## src/rtl/apra_pkg.sv

```systemverilog
// Package: shared types and constants of the aligned page range allocator.
`timescale 1ns / 1ps
package apra_pkg;

  // Page numbers carry one bit beyond the largest page index
  localparam int unsigned PG_W = 21;
  localparam int unsigned OFS_W = 32;
  localparam int unsigned WORD_W = 64;
  localparam int unsigned PAGE_SHIFT = 12;
  localparam int unsigned CFG_IDX_W = 2;
  // Coarse alignment step in pages (power of two)
  localparam int unsigned ALIGN_PAGES = 64;

  typedef enum logic [1:0] {
    ST_OK      = 2'd0,
    ST_INVALID = 2'd1,
    ST_NO_ROOM = 2'd2
  } status_e;

  typedef enum logic [CFG_IDX_W-1:0] {
    CFG_TOTAL_PAGES = 2'd0,
    CFG_FLOOR_PAGE  = 2'd1
  } cfg_idx_e;

  typedef enum logic [3:0] {
    S_CLEAR,
    S_IDLE,
    S_ALIGN,
    S_CHECK,
    S_SCAN_RD,
    S_SCAN_EV,
    S_MARK_RD,
    S_MARK_WR,
    S_DONE
  } state_e;

  typedef struct packed {
    logic                  mode;
    logic [PG_W-1:0]       page_count;
    logic                  want_aligned;
    logic [OFS_W-1:0]      release_offset;
    logic [OFS_W-1:0]      release_bytes;
  } req_t;

  typedef struct packed {
    logic [1:0]            status;
    logic [PG_W-2:0]       start_page;
    logic [OFS_W-1:0]      granted_offset;
  } rsp_t;

  // Control between sequencer and alignment unit
  typedef struct packed {
    logic            start;
    logic [PG_W-1:0] x;
  } align_req_t;

  typedef struct packed {
    logic            done;
    logic [PG_W-1:0] y;
  } align_rsp_t;

endpackage

```

## src/rtl/apra_align.sv

```systemverilog
// Alignment unit: rounds a page number down to a multiple of ALIGN_PAGES; the result is registered.
`timescale 1ns / 1ps
module apra_align (
  input  logic                  clk_i,
  input  logic                  rst_ni,
  input  apra_pkg::align_req_t  req_i,
  output apra_pkg::align_rsp_t  rsp_o
);
  logic                      done_q, done_d;
  logic [apra_pkg::PG_W-1:0] y_q, y_d;

  // Clear the low bits below the alignment step
  always_comb begin
    done_d = req_i.start;
    y_d    = y_q;
    if (req_i.start) begin
      y_d = req_i.x & ~apra_pkg::PG_W'(apra_pkg::ALIGN_PAGES - 1);
    end
  end

  always_ff @(posedge clk_i or negedge rst_ni) begin
    if (!rst_ni) begin
      done_q <= 1'b0;
    end else begin
      done_q <= done_d;
    end
  end

  always_ff @(posedge clk_i) begin
    y_q <= y_d;
  end

  assign rsp_o.done = done_q;
  assign rsp_o.y    = y_q;
endmodule

```

## config.mk

```make
export PLATFORM = sky130hd
export DESIGN_NAME = apra_align
export DESIGN_NICKNAME = d
export VERILOG_FILES = /design/src/rtl/apra_pkg.sv /design/src/rtl/apra_align.sv
export SDC_FILE = /design/constraint.sdc
export NUM_CORES = 1
export LEC_CHECK = 0
export BUFFER_PORTS_ARGS = -buffer_cell sky130_fd_sc_hd__buf_4
export CAP_MARGIN = 20
export CORE_MARGIN = 1
export CORE_UTILIZATION = 40
export CTS_BUF_LIST = sky130_fd_sc_hd__clkbuf_8
export DETAILED_ROUTE_END_ITERATION = 16
export HOLD_SLACK_MARGIN = 0.02
export MAX_ROUTING_LAYER = met4
export PLACE_DENSITY = 0.9
export SKIP_LAST_GASP = 1
export SLEW_MARGIN = 20
export SYNTH_ARGS = -nofsm -noshare
export SYNTH_HDL_FRONTEND = slang
export SYNTH_SLANG_ARGS = --single-unit
export TNS_END_PERCENT = 30
```

## constraint.sdc

```tcl
create_clock -name clk_i -period 1.6 [get_ports clk_i]
set_clock_uncertainty 0.15 [all_clocks]
set_input_delay 0.24 -clock clk_i [delete_from_list [all_inputs] [get_ports clk_i]]
set_output_delay 0.24 -clock clk_i [all_outputs]
set_load 0.01 [all_outputs]
```

# == Word-level counts from Yosys, hierarchy flattened ==
# Cells that the tools add are included.
# totals
out_inout_bits,22
register_bits,16
wordCells,2
in_bits,24

# == Longest topological paths before layout ==
# logic_depth
ltp_word,0
ltp_mapped,1
ltp_nobuf,0

# == Least setup slack after synthesis ==
# OpenSTA, ideal clock, no wires.
# synth_path
path_type,register to output
from,register done_q
to,output port rsp_o[21] in the netlist's numbering
required_ns,1.210
path_stages_with_launch,2
path_buffers,1
arrival_time_ns,0.467
slack_ns,0.743
cell_sequence,dfrtp_1 buf_4
# synth_lines
element,line_no,rtl
start: declaration,apra_align.sv:9,"logic done_q, done_d;"
start signal: assignment,apra_align.sv:25,done_q <= done_d;
end: declaration,apra_align.sv:7,output apra_pkg::align_rsp_t rsp_o
# No word-level cell between the ends.

# == Final worst setup path ==
# layout_path
from,register y_q[18] in the netlist's numbering
to,output port rsp_o[18] in the netlist's numbering
# layout_lines
element,line_no,rtl
start: declaration,apra_align.sv:10,"logic [apra_pkg::PG_W-1:0] y_q, y_d;"
start signal: assignment,apra_align.sv:30,y_q <= y_d;
# No word-level cell between the ends.

==> metrics.yaml <==
cells_and_area:
  areaGrowthSynthToFinish_pct: 84.0
  final_common_cell: "buf_4"
  n_fill_cell: 58
  nNetsFinal: 100
  layout_common_cells: "buf_4, dlygate4sd3_1, edfxtp_1, conb_1, clkbuf_8"
  n_antenna_cell: 0
  drive_gt1_frac: 0.493
floorplan:
  die-area_mm2: 0.00148
  fp.dieW_um: 38.5
  core_mm2: 0.00117
  boundaryPins: 46
  dieHeight_um: 38.5
  start_util: 0.454
  rows: 12
critical_path:
  crit_path_start_kind: "flip-flop"
  cp_top_family: "flip-flops"
  cp.arrival_ns: 0.80
  path_max_fanout: 1
  critPathBufInv: 1
  critPathSlowestCell: "edfxtp_1"
  endpoint_kind: "output pin"
  path_cells: "buf_4"
  cp.required_ns: 1.21
  cpPeakStageDelay_ns: 0.39
  crit_type: "reg2out"
logic_synthesis:
  syn_area_um2: 532
  synth.ff_latch_count: 16
  ys_seq_area_frac: 0.894
  synthCells: 24
  synthDistinctLibCells: 4
  synth_warnings: 0
  synth.avg_cell_area_um2: 22.2
pwr:
  combinationalPowerShare: 0.146
  power_density_mw_per_mm2: 1030
  ir_drop_uv: 792
  pwr-share-clk: 0.352
  p_int_uw: 800
  sw_frac_of_total: 0.205
  seq_power_share: 0.502
  p_leak_uw: 0.000432
  p_switching_uw: 206
sta:
  post-route-period-util: 0.745
  setup_ws_ns: 0.408
  setup_violations: 0
  grt_setup_unrepaired: "false"
  min_period_ns: 1.19
  drv_slew: 0
  hold_viol_final: 0
  setup-tns-final_ns: 0
  max_freq_ghz: 0.839
drt:
  ant_nets: 0
  num_vias: 392
  drt_drc_violations_left: 0
  routedWlPerCell_um: 18.2
  firstDrtPassIters: 4
  via_per_inst: 4.40
  wirelength_um: 1620
  first_iter_violations: 7
clock_tree:
  htreeDepth: 1
  cts_tree: "built"
  root_buffer: "clkbuf_8"
  cts_buffer_depth: 2
  cts-resized-gates: 0
  cts_sinks: 16
  cts-buffers-inserted: 3
  clk_pin_slew_ns: 0.07
grt:
  overflow: 0
  grt_pass1_wl_um: 1820
  grt_pass1_vias: 364
  antenna_found_initial: 0
  grt_usage: 0.218
  grt_max_degree: 17
hold_path:
  min_path_type: "in2reg"
placement:
  dp_hpwl_um: 737
  place.port_buffers: 33
  gp_congestion: 0.617
  pre_cts_slack_ns: 0.681
flow_run:
  drv_cap: 0
outcome:
  status: "finished clean"
registers in the layout, indices dropped and copies added, names as in the netlist:
| name | flops |
|---|---|
| y_q | 15 |
| done_q | 1 |
kinds of logic after synthesis:
family / count (synthesis) / share of synthesized area
buf+inv: 7 / 0.0988
flops: 16 / 0.894
other cells: 1 / 0.00705
area by class of cell:
class	instances	area (um^2)	share of cell area
Sequential cell	16	475	0.486
Clock buffer	4	55.1	0.0563
Multi-Input combinational cell	6	22.5	0.0230
Timing Repair Buffer	49	408	0.417
Tap cell	14	17.5	0.0179
final timing paths:
kind / startpoint / end / slack [ns] / cells past startpoint
worst max-delay path: y_q[18]$_DFFE_PP_ / rsp_o[18] / 0.41 / 1
worst min-delay path: req_i[21] / done_q$_DFF_PN0_ / 0.08 / 1
max in group asynchronous: rst_ni / done_q$_DFF_PN0_ / 1.06 / 2
min in group asynchronous: rst_ni / done_q$_DFF_PN0_ / 0.16 / 2
cell usage after synthesis:
cell type  count  area, um^2
dfrtp_1        1        25.0
conb_1         1        3.75
edfxtp_1      15         450
buf_4          7        52.6
layer usage:
metal,up-vias,global-route usage,part of all wire
met5,-,-,0
met1,193,0.265,0.37
met3,4,0.0872,0.054
met4,0,0.103,0.027
li1,174,-,-
met2,21,0.318,0.55
power by group through the flow:
| stage | combinational, uW | clock (uW) | sequential, uW |
|---|---|---|---|
| floorplan | 19.5 | 0 | 528 |
| global placement | 106 | 0 | 510 |
| detailed placement | 109 | 0 | 512 |
| CTS | 134 | 352 | 505 |
| global route | 154 | 377 | 507 |
| finish | 147 | 354 | 505 |
repair_timing:
item                                    CTS  global route
endpoints found under the hold margin    12             4
hold buffers                             12             4
buffers inserted                          0             0
endpoints found under the setup margin    0             0
per-stage QoR:
stage	power, uW	area, um^2	std cells	hold slack, ns	util
final	1010	978	89	0.0828	0.835
after floorplan	548	551	29	-0.206	-
after detailed placement	621	763	69	-0.131	0.652
after global routing	1040	978	89	0.0856	0.835
after global placement	616	763	69	-0.133	0.652
after CTS	991	938	85	0.0214	0.801
No activity file was read; power rests on OpenSTA's default activity.
