### src/rtl/apra_pkg.sv
// Package: shared types and constants of the aligned page range allocator.
`timescale 1ns / 1ps
package apra_pkg;

  // Page numbers carry one bit beyond the largest page index
  localparam int unsigned PG_W = 21;
  localparam int unsigned OFS_W = 32;
  localparam int unsigned WORD_W = 64;
  localparam int unsigned PAGE_SHIFT = 12;
  localparam int unsigned CFG_IDX_W = 2;
  // Coarse alignment step in pages (power of two)
  localparam int unsigned ALIGN_PAGES = 64;

  typedef enum logic [1:0] {
    ST_OK      = 2'd0,
    ST_INVALID = 2'd1,
    ST_NO_ROOM = 2'd2
  } status_e;

  typedef enum logic [CFG_IDX_W-1:0] {
    CFG_TOTAL_PAGES = 2'd0,
    CFG_FLOOR_PAGE  = 2'd1
  } cfg_idx_e;

  typedef enum logic [3:0] {
    S_CLEAR,
    S_IDLE,
    S_ALIGN,
    S_CHECK,
    S_SCAN_RD,
    S_SCAN_EV,
    S_MARK_RD,
    S_MARK_WR,
    S_DONE
  } state_e;

  typedef struct packed {
    logic                  mode;
    logic [PG_W-1:0]       page_count;
    logic                  want_aligned;
    logic [OFS_W-1:0]      release_offset;
    logic [OFS_W-1:0]      release_bytes;
  } req_t;

  typedef struct packed {
    logic [1:0]            status;
    logic [PG_W-2:0]       start_page;
    logic [OFS_W-1:0]      granted_offset;
  } rsp_t;

  // Control between sequencer and alignment unit
  typedef struct packed {
    logic            start;
    logic [PG_W-1:0] x;
  } align_req_t;

  typedef struct packed {
    logic            done;
    logic [PG_W-1:0] y;
  } align_rsp_t;

endpackage

### src/rtl/apra_word.sv
// Word unit: builds the page mask of one map word and finds its highest set bit.
`timescale 1ns / 1ps
module apra_word #(
  parameter int unsigned AW = 14
) (
  input  logic [AW-1:0]                 w_i,
  input  logic [apra_pkg::PG_W-1:0]     lo_i,
  input  logic [apra_pkg::PG_W-1:0]     hi_i,
  input  logic [apra_pkg::WORD_W-1:0]   data_i,
  output logic [apra_pkg::WORD_W-1:0]   mask_o,
  output logic                          hit_o,
  output logic [5:0]                    top_o
);
  logic [apra_pkg::PG_W-1:0]   base;
  logic [apra_pkg::PG_W-1:0]   lo_d, hi_d;
  logic [5:0]                  lo_bit;
  logic [apra_pkg::WORD_W-1:0] hi_mask, lo_mask, hits;

  assign base = apra_pkg::PG_W'({w_i, 6'b0});
  assign lo_d = lo_i - base;
  assign hi_d = hi_i - base;
  assign lo_bit = (lo_i > base) ? lo_d[5:0] : 6'd0;

  // Bits of the word inside [lo, hi)
  always_comb begin
    if (hi_d >= apra_pkg::PG_W'(apra_pkg::WORD_W)) begin
      hi_mask = '1;
    end else begin
      hi_mask = (64'd1 << hi_d[5:0]) - 64'd1;
    end
    lo_mask = ~((64'd1 << lo_bit) - 64'd1);
    mask_o  = hi_mask & lo_mask;
  end

  assign hits  = data_i & mask_o;
  assign hit_o = |hits;

  // Leading-one detect
  always_comb begin
    top_o = 6'd0;
    for (int i = 0; i < apra_pkg::WORD_W; i++) begin
      if (hits[i]) begin
        top_o = 6'(i);
      end
    end
  end
endmodule

### config.mk
export PLATFORM = sky130hd
export DESIGN_NAME = apra_word
export DESIGN_NICKNAME = d
export VERILOG_FILES = /design/src/rtl/apra_pkg.sv /design/src/rtl/apra_word.sv
export SDC_FILE = /design/constraint.sdc
export NUM_CORES = 1
export LEC_CHECK = 0
export CAP_MARGIN = 10
export CORE_ASPECT_RATIO = 2
export CORE_MARGIN = 1
export CORE_UTILIZATION = 35
export DETAILED_ROUTE_END_ITERATION = 8
export DONT_BUFFER_PORTS = 1
export SLEW_MARGIN = 20
export SYNTH_ARGS = -nofsm -noshare
export SYNTH_HDL_FRONTEND = slang
export SYNTH_SLANG_ARGS = --single-unit
### constraint.sdc
create_clock -name vclk -period 6.93
set_clock_uncertainty 0.2 [all_clocks]
set_input_delay 0 -clock vclk [all_inputs]
set_output_delay 0 -clock vclk [all_outputs]
set_load 0.03 [all_outputs]
* Yosys cells after proc, flatten, opt, wreduce, memory -nomap -nowiden
Index checks and enable logic that the tools add are counted.
Word-level totals: register bits after elaboration 0, bits of input ports 120, output and inout port bits 71, word-level logic and storage cells 77
Operators by class: add/sub/neg operators 4, order comparisons 2, shifts and indexed selects 2, muxes and demuxes 65, bitwise gates (word level) 3, reduce and logical (&&, ||, !) cells 1
Operators by type and width (number):
- $mux W6 | 63
- $and A64 B64 Y64 | 2
- $shl A1 B6 Y64 const A | 2
- $sub A64 B1 Y64 const B | 2
- $mux W64 | 1
- $not A64 Y64 | 1
- $reduce_or A64 Y1 | 1
- $ge A21 B7 Y1 const B | 1
- $gt A21 B20 Y1 | 1
- $sub A21 B20 Y21 | 1
- $sub A6 B1 Y6 const B | 1
- $mux W1 | 1

* Depth between registers and ports, before layout
Gate-level depths: netlist (run 1).
word-level depth 70, gate-level depth with buffers 20

* Worst setup path after synthesis (run 1)
Ideal clock, no wire load.
path type input -> output, from in w_i[12], to out hit_o, arrival 4.641 ns, setup slack 2.089 ns, cell stages on the path 19, path buffers 2, cell sequence inv_1 -> ha_1 -> nand4b_1 -> nor3_1 -> o21a_1 -> clkbuf_1 -> nor2_1 -> clkbuf_1 -> nor2_1 -> ha_1 -> inv_1 -> a2111oi_1 -> mux2i_1 -> a211oi_1 -> a31oi_1 -> nor3b_1 -> nand2_1 -> or3_4 -> or4_1
Between the ends: longest elaborated chain between the ends 8, elaborated cells on any way between the ends 11, classes of those cells add/sub: 2; order compare: 2; shift: 1; mux: 2; bitwise: 3; reduce/logical: 1
Ends and longest elaborated chain:
- from (decl) | RTL line apra_word.sv:6 | input logic [AW-1:0] w_i,
- $gt A21 B20 Y1 | RTL line apra_word.sv:22 | assign lo_bit = (lo_i > base) ? lo_d[5:0] : 6'd0;
- $mux W6 | RTL line apra_word.sv:22
- $shl A1 B6 Y64 | RTL line apra_word.sv:31 | lo_mask = ~((64'd1 << lo_bit) - 64'd1);
- $sub A64 B1 Y64 | RTL line apra_word.sv:31
- $not A64 Y64 | RTL line apra_word.sv:31
- $and A64 B64 Y64 (*) | RTL line apra_word.sv:32 | mask_o = hi_mask & lo_mask;
- $and A64 B64 Y64 (*) | RTL line apra_word.sv:35 | assign hits = data_i & mask_o;
- $reduce_or A64 Y1 (*) | RTL line apra_word.sv:36 | assign hit_o = |hits;
- to (decl) | RTL line apra_word.sv:11 | output logic hit_o,
Every way passes the cells marked *; elsewhere a longest branch is shown, timed or not.

* Worst setup path after layout (run 1)
from in w_i[4], to out hit_o
The elaborated chain is that of the path after synthesis.

==> results of run 1 <==
-- placed cells by master (no fill, tap or decap), types with 10 or more instances in the layout --
master,instances
ha_1,30
nand3_1,32
a2111oi_0,10
and2_1,23
nand2b_1,24
xnor2_1,20
a21oi_1,92
nor3_1,31
buf_4,18
a31oi_1,27
or3_1,13
nand4_1,14
nor4_1,10
o211ai_1,15
o21a_1,14
nor2b_1,17
xor2_1,13
a21o_1,13
or2_2,11
nor2_1,97
a22oi_1,12
nand2_1,103
nand3b_1,12
inv_1,50
o21ai_0,56
a21boi_0,12
a211oi_1,30
-- logic make-up (layout without fill, tap and decap cells) --
kind of cell,count (synthesis),after routing
mux,8,8
xor+xnor,33,33
simple gates,428,428
buf+inv,112,69
fa+ha+maj,31,31
compound gates,370,370
-- stage by stage --
stage / hold WS, ps / worst slack (ps) / cell area [um^2] / util [%]
4_1_cts: 12.3 / 1250 / 6070 / 37.1
6_report: 15.7 / 1000 / 6090 / 37.2
3_3_place_gp: 14.1 / 1350 / 6070 / 37.1
2_1_floorplan: 106 / 2090 / 5910 / -
3_5_place_dp: 11.6 / 1280 / 6070 / 37.1
5_1_grt: 14.0 / 876 / 6090 / 37.2
-- metal layers --
metal,vias up,part of all wire (%),GRT usage (%)
li1,3617,-,-
met1,3779,30,33.7
met2,572,48,64.5
met3,202,8.9,7.39
met4,0,13,38.3
met5,-,0,0
-- report_power, final --
group          internal (mW)  leakage [nW]  total (mW)  switching (mW)
combinational          0.190          2.19       0.653           0.463
sequential                 0             0           0               0
clock                      0             0           0               0
total                  0.190          2.19       0.653           0.463
-- worst max path at each step --
| stage | from | to | slack, ps | cells after the start |
|---|---|---|---|---|
| 3_3_place_gp | w_i[4] | hit_o | 1350 | 18 |
| 3_5_place_dp | w_i[12] | hit_o | 1280 | 18 |
| 2_1_floorplan | w_i[12] | hit_o | 2090 | 19 |
| 6_report | w_i[4] | hit_o | 1000 | 18 |
| 4_1_cts | w_i[12] | hit_o | 1250 | 18 |
| 5_1_grt | w_i[4] | hit_o | 880 | 18 |
-- layout make-up --
cell class	instances	area, um^2
fillers	1886	10300
inverters	51	191
multi-input cells	870	5500
well taps	204	255
repair buffers	18	135
==> impl_metrics.yaml, run 1 <==
synthesis:
  synth_xor_area_share_pct: 4.89
  synthMuxAreaShare_pct: 1.40
  syn_area_per_cell_um2: 6.02
  synth_top_cell_area_share_pct: 7.79
  synthCells: 982
  synth_top_family_by_area: "compound AO/OA/AOI/OAI gates"
  syn_area_um2: 5910
  yosys.area.top_type: "a21oi_1"
  synth_compound_area_share_pct: 42.2
  synthTopCellsByCount: "nand2_1 (103), nor2_1 (97), a21oi_1 (92), o21ai_0 (56), clkbuf_1 (52)"
  synth_cell_types: 84
  synth-simple-area-share_pct: 37.4
  synth-seq-area-share_pct: 0
  ys_top_cells_by_area: "a21oi_1 (7.8%), nand2_1 (6.5%), ha_1 (6.3%), nor2_1 (6.2%), o21ai_0 (4.7%)"
  synthAdderAreaFrac_pct: 6.69
  yosysWarnings: 0
  syn_nets: 1133
  yosysMostFrequentCell: "nand2_1"
status:
  outcome: "finished clean"
grt:
  grt_pass1_wl_um: 47400
  grtUsageTotal_pct: 36.9
  antenna_found_initial: 0
  grt_max_degree: 40
  grt_pass1_vias: 7888
  gr-total-overflow: 0
worst_setup_path:
  slowest_delay_ps: 910
  path_buf_inv: 2
  cp-start-kind: "input pin"
  crit_slowest_cell: "a2111oi_0"
  cp_max_fo: 15
  crit_chain: "inv_1, ha_1, a211oi_1, o21bai_1, o21ai_1, nand2_1, and2_1, nand4_1, ha_1, inv_1, a2111oi_0, xor2_1, a211oi_1, nor4_4, nand3_1, nand3b_1, or3_4, or4_1"
  cp_top_family: "simple AND/OR/NAND/NOR gates"
  end_kind: "output pin"
  cp_data_required_time_ps: 6730
  worst-setup-path-type: "in2out"
  arrival_ps: 5730
detailed_routing:
  vias_per_cell: 7.15
  drc: 0
  vias: 8170
  routed_wl_um: 33100
  final_antenna_net_count: 0
  wire_per_inst_um: 28.9
  drtIter0Drc: 794
  first_pass_iters: 6
floorplanning:
  ios: 191
  die_area_um2: 17500
  die_width_um: 93.9
  dieHeight_um: 186
  row_count: 66
  start_util_pct: 36.2
  design.core.area_um2: 16400
finish:
  fin_cells: 1143
  seq_area_um2: 0
  seq_cells: 0
  n_antenna_cell: 0
  n_clock_buffer: 0
  drive_gt1_share_pct: 5.64
  fin_nets: 1092
  area_growth_pct: 2.92
clock_network:
  cts_resized: 0
  ctsHoldBuffers: 0
  cts_setup_buffers: 0
placement:
  io_buffers: 0
  dp_cells: 1143
  place_congestion: 1.05
  dp_hpwl_um: 26900
power_and_ir_drop:
  vdd_drop_max_mv: 0.0568
  power-per-cell-area_nw_per_um2: 107
  power.total_mw: 0.653
  p_leak_nw: 2.19
hold_path:
  whs_path_depth: 1
  worstHoldPathType: "in2out"
  holdCritStartpoint: "lo_i[5]"
  hold_end: "mask_o[31]"
timing:
  period_needed_ps: 5930
  hold_viol_final: 0
  setup_violations: 0
  slew_headroom_pct: 27.8
  setup_tns_ps: 0
  fmax_mhz: 169
  rsz0062_at_grt: "false"
  slew_violations: 0
  tightest_slew_ps: 1080
  fin_crit_sh_pct: 85.5
job:
  drv_cap: 0
Note: power is estimated with default switching activity, not from simulation.
==> run 2, diff against run 1 <==
--- a/config.mk
+++ b/config.mk
@@ -11,6 +11,7 @@
 export CORE_UTILIZATION = 35
 export DETAILED_ROUTE_END_ITERATION = 8
 export DONT_BUFFER_PORTS = 1
+export PLACE_DENSITY_LB_ADDON = 0.08
 export SLEW_MARGIN = 20
 export SYNTH_ARGS = -nofsm -noshare
 export SYNTH_HDL_FRONTEND = slang
==> impl_metrics.yaml, run 2 (synthesized netlist as in run 1, its figures left out) <==
status:
  outcome: "finished clean"
grt:
  grt_pass1_vias: 7841
  antenna_found_initial: 2
  gr-total-overflow: 0
  grt_max_degree: 48
  grt_pass1_wl_um: 48300
  grtUsageTotal_pct: 38.2
placement:
  dp_cells: 1141
  placed_cell_area_um2: 6050
  io_buffers: 0
  place_congestion: 1.05
  dp_hpwl_um: 28200
finish:
  final_cell_mix: "nand2_1 (103), nor2_1 (97), a21oi_1 (92)"
  area_growth_pct: 2.48
  fin_cells: 1143
  drive_gt1_share_pct: 5.12
  final_cell_area_um2: 6060
  n_clock_buffer: 0
  fin_nets: 1090
  final_core_util_pct: 37.1
  seq_cells: 0
  seq_area_um2: 0
  multi_input_area_um2: 5490
  nFillCells: 1918
  layout_commonest_cell: "nand2_1"
floorplanning:
  die_width_um: 93.9
  design.core.area_um2: 16400
  dieHeight_um: 186
  die_area_um2: 17500
  start_util_pct: 36.2
  row_count: 66
  ios: 191
worst_setup_path:
  crit_chain: "inv_1, ha_1, nand4b_1, nor3_1, o21a_1, nor2_1, buf_4, nor2_1, ha_1, inv_1, a21oi_1, o21ai_0, a31oi_1, and4_1, nand4_1, or4_1"
  end_kind: "output pin"
  worst-setup-path-type: "in2out"
  arrival_ps: 6130
  cp-start-kind: "input pin"
  cp_data_required_time_ps: 6730
  startpoint: "w_i[12]"
  cp_max_fo: 17
  crit_slowest_cell: "or4_1"
  slowest_delay_ps: 760
detailed_routing:
  first_pass_iters: 5
  final_antenna_net_count: 0
  vias: 8035
  drtIter0Drc: 676
  routed_wl_um: 34100
  vias_per_cell: 7.03
  wire_per_inst_um: 29.8
  drc: 0
clock_network:
  cts_resized: 0
  ctsHoldBuffers: 0
  cts_setup_buffers: 0
timing:
  setup_violations: 0
  tightest_slew_ps: 1190
  setup_tns_ps: 0
  slew_headroom_pct: 19.9
  period_needed_ps: 6330
  hold_viol_final: 0
  rsz0062_at_grt: "false"
  fin_crit_sh_pct: 91.4
  fmax_mhz: 158
  slew_violations: 0
hold_path:
  worstHoldPathType: "in2out"
  holdCritStartpoint: "lo_i[5]"
job:
  drv_cap: 0
[run 2: cell types whose count changed in the layout (fill, tap and decap cells not counted)]
| cell | delta |
|---|---|
| nor3_1 | +1 |
| nor3_2 | -1 |
| a31oi_1 | +1 |
| a31oi_2 | -1 |
| buf_4 | -2 |
| a211oi_1 | +1 |
| diode_2 | +2 |
| a211oi_2 | -1 |
[run 2: metal layers]
metal	vias up	track usage, %	wire length, um	share of wire [%]
met5	-	0	0	0
li1	3620	-	-	-
met1	3736	34.0	10500	31
met3	187	5.15	1950	5.7
met2	492	69.8	17200	51
met4	0	39.2	4420	13
[run 2: critical path: cells and delay by family]
family          cells  cell delay, ps
fa+ha+maj           2             840
compound gates      4            2050
simple gates        7            2740
buf+inv             3             490
[run 2: worst paths after layout]
check | endpoint | slack, ps | cells after the start
worst min-delay path | mask_o[31] | 20 | 1
worst max-delay path | hit_o | 600 | 16
[run 2: metrics by stage]
stage / hold slack, ps / worst slack, ps
6_report: 20.5 / 599
5_1_grt: 12.5 / 471
4_1_cts: 18.4 / 882
3_5_place_dp: 18.4 / 898
3_3_place_gp: 22.3 / 1110
2_1_floorplan: 106 / 2090
[run 2: layout make-up]
| class | count | area share [%] |
|---|---|---|
| Inverter | 51 | 3.16 |
| Timing Repair Buffer | 16 | 1.98 |
| Tap cell | 204 | 4.21 |
| Antenna cell | 2 | 0.0826 |
| Multi-Input combinational cell | 870 | 90.6 |
==> run 3, diff against run 2 <==
==> constraint.sdc (replaced) <==
create_clock -name vclk -period 6.93
set_clock_uncertainty 0.2 [all_clocks]
set_input_delay 0.693 -clock vclk [all_inputs]
set_output_delay 0.693 -clock vclk [all_outputs]
set_load 0.03 [all_outputs]
==> impl_metrics.yaml, run 3 (synthesized netlist as in run 1, its figures left out) <==
timing:
  period_needed_ps: 6430
  hold_viol_final: 0
  setup_violations: 0
  slew_headroom_pct: 28.9
  rsz0062_at_grt: "false"
  setup_tns_ps: 0
  tightest_slew_ps: 1040
  fin_crit_sh_pct: 92.8
  slew_violations: 0
  fmax_mhz: 155
finish:
  seq_cells: 0
  area_growth_pct: 7.64
  final_cell_mix: "nand2_1 (103), nor2_1 (97), a21oi_1 (92)"
  drive_gt1_share_pct: 8.73
  fin_nets: 1127
  n_clock_buffer: 0
  nFillCells: 1908
  multi_input_area_um2: 5490
  layout_commonest_cell: "nand2_1"
  seq_area_um2: 0
power_and_ir_drop:
  power.total_mw: 0.694
  p_leak_nw: 2.37
  vdd_drop_max_mv: 0.0599
  power-per-cell-area_nw_per_um2: 109
grt:
  grtUsageTotal_pct: 39.9
  grt_max_degree: 48
  grt_pass1_wl_um: 50800
  grt_pass1_vias: 8169
  gr-total-overflow: 0
  antenna_found_initial: 2
hold_path:
  worstHoldPathType: "in2out"
detailed_routing:
  vias_per_cell: 6.94
  final_antenna_net_count: 0
  first_pass_iters: 5
  drtIter0Drc: 617
  wire_per_inst_um: 29.8
  vias: 8201
  drc: 0
  routed_wl_um: 35200
floorplanning:
  die_width_um: 93.9
  start_util_pct: 36.2
  design.core.area_um2: 16400
  ios: 191
  dieHeight_um: 186
  die_area_um2: 17500
  row_count: 66
worst_setup_path:
  worst-setup-path-type: "in2out"
  cp_max_fo: 12
  end_kind: "output pin"
  cp-start-kind: "input pin"
  cp_data_required_time_ps: 6040
  critPathCapture: "top_o[3]"
  startpoint: "w_i[13]"
  arrival_ps: 5540
clock_network:
  cts_setup_buffers: 0
  cts_resized: 0
  ctsHoldBuffers: 0
placement:
  place_congestion: 1.04
  io_buffers: 0
  dp_hpwl_um: 29400
status:
  outcome: "finished clean"
job:
  drv_cap: 0
-- run 3: cell count changes in the layout (fill, tap and decap cells not counted) --
| cell | delta |
|---|---|
| diode_2 | +1 |
| buf_12 | +2 |
| buf_4 | +35 |
-- run 3: layout make-up --
type | instances | area share (%)
multi-input combinational | 870 | 86.2
timing repair buffer | 53 | 6.64
tap | 204 | 4.01
inverter | 51 | 3.01
antenna | 3 | 0.118
-- run 3: worst min-delay path by stage --
stage / start / to / slack (ps) / cells after the start
floorplan: lo_i[0] / mask_o[0] / 1490 / 3
global placement: lo_i[5] / mask_o[31] / 1410 / 1
detailed placement: lo_i[5] / mask_o[31] / 1410 / 1
CTS: lo_i[5] / mask_o[31] / 1410 / 1
global route: lo_i[5] / mask_o[31] / 1400 / 1
finish: lo_i[5] / mask_o[31] / 1410 / 1
-- run 3: critical path, stage by stage --
cell and delay, ps:
inv_1 50, ha_1 290, nand4b_1 150, o21ai_0 350, or3_1 520, nor2_1 140, nor2_1 260, ha_1 220
inv_1 120, a2111oi_1 390, buf_4 230, a311oi_1 140, a2111oi_0 950, buf_4 260, a21oi_1 70, nand3_1 150
a31oi_1 80, o211ai_1 250, buf_4 210
-- run 3: power by group --
part / internal, mW / switching (mW) / leakage [nW] / total, mW
clock network: 0.0000000583 / 0 / 0.0000190 / 0.0000000583
registers: 0 / 0 / 0 / 0
logic: 0.213 / 0.482 / 2.37 / 0.694
-- run 3: per-layer routing --
layer  vias to the layer above  routed length, um  track usage (%)
li1                       3688                  -                -
met1                      3787              10500             34.8
met2                       512              17800             71.7
met4                         0               4650             43.2
met5                         -                  0                0
met3                       214               2190             7.03
-- run 3: per-stage QoR --
step | hold WS, ps | util [%] | instance area (um^2) | cells | setup WS, ps
after floorplan | 1490 | - | 5910 | 982 | 703
after global placement | 1410 | 38.9 | 6360 | 1178 | 620
after detailed placement | 1410 | 38.9 | 6360 | 1178 | 672
after CTS | 1410 | 38.9 | 6360 | 1178 | 637
after global routing | 1400 | 38.9 | 6360 | 1180 | 109
final | 1410 | 38.9 | 6360 | 1181 | 498
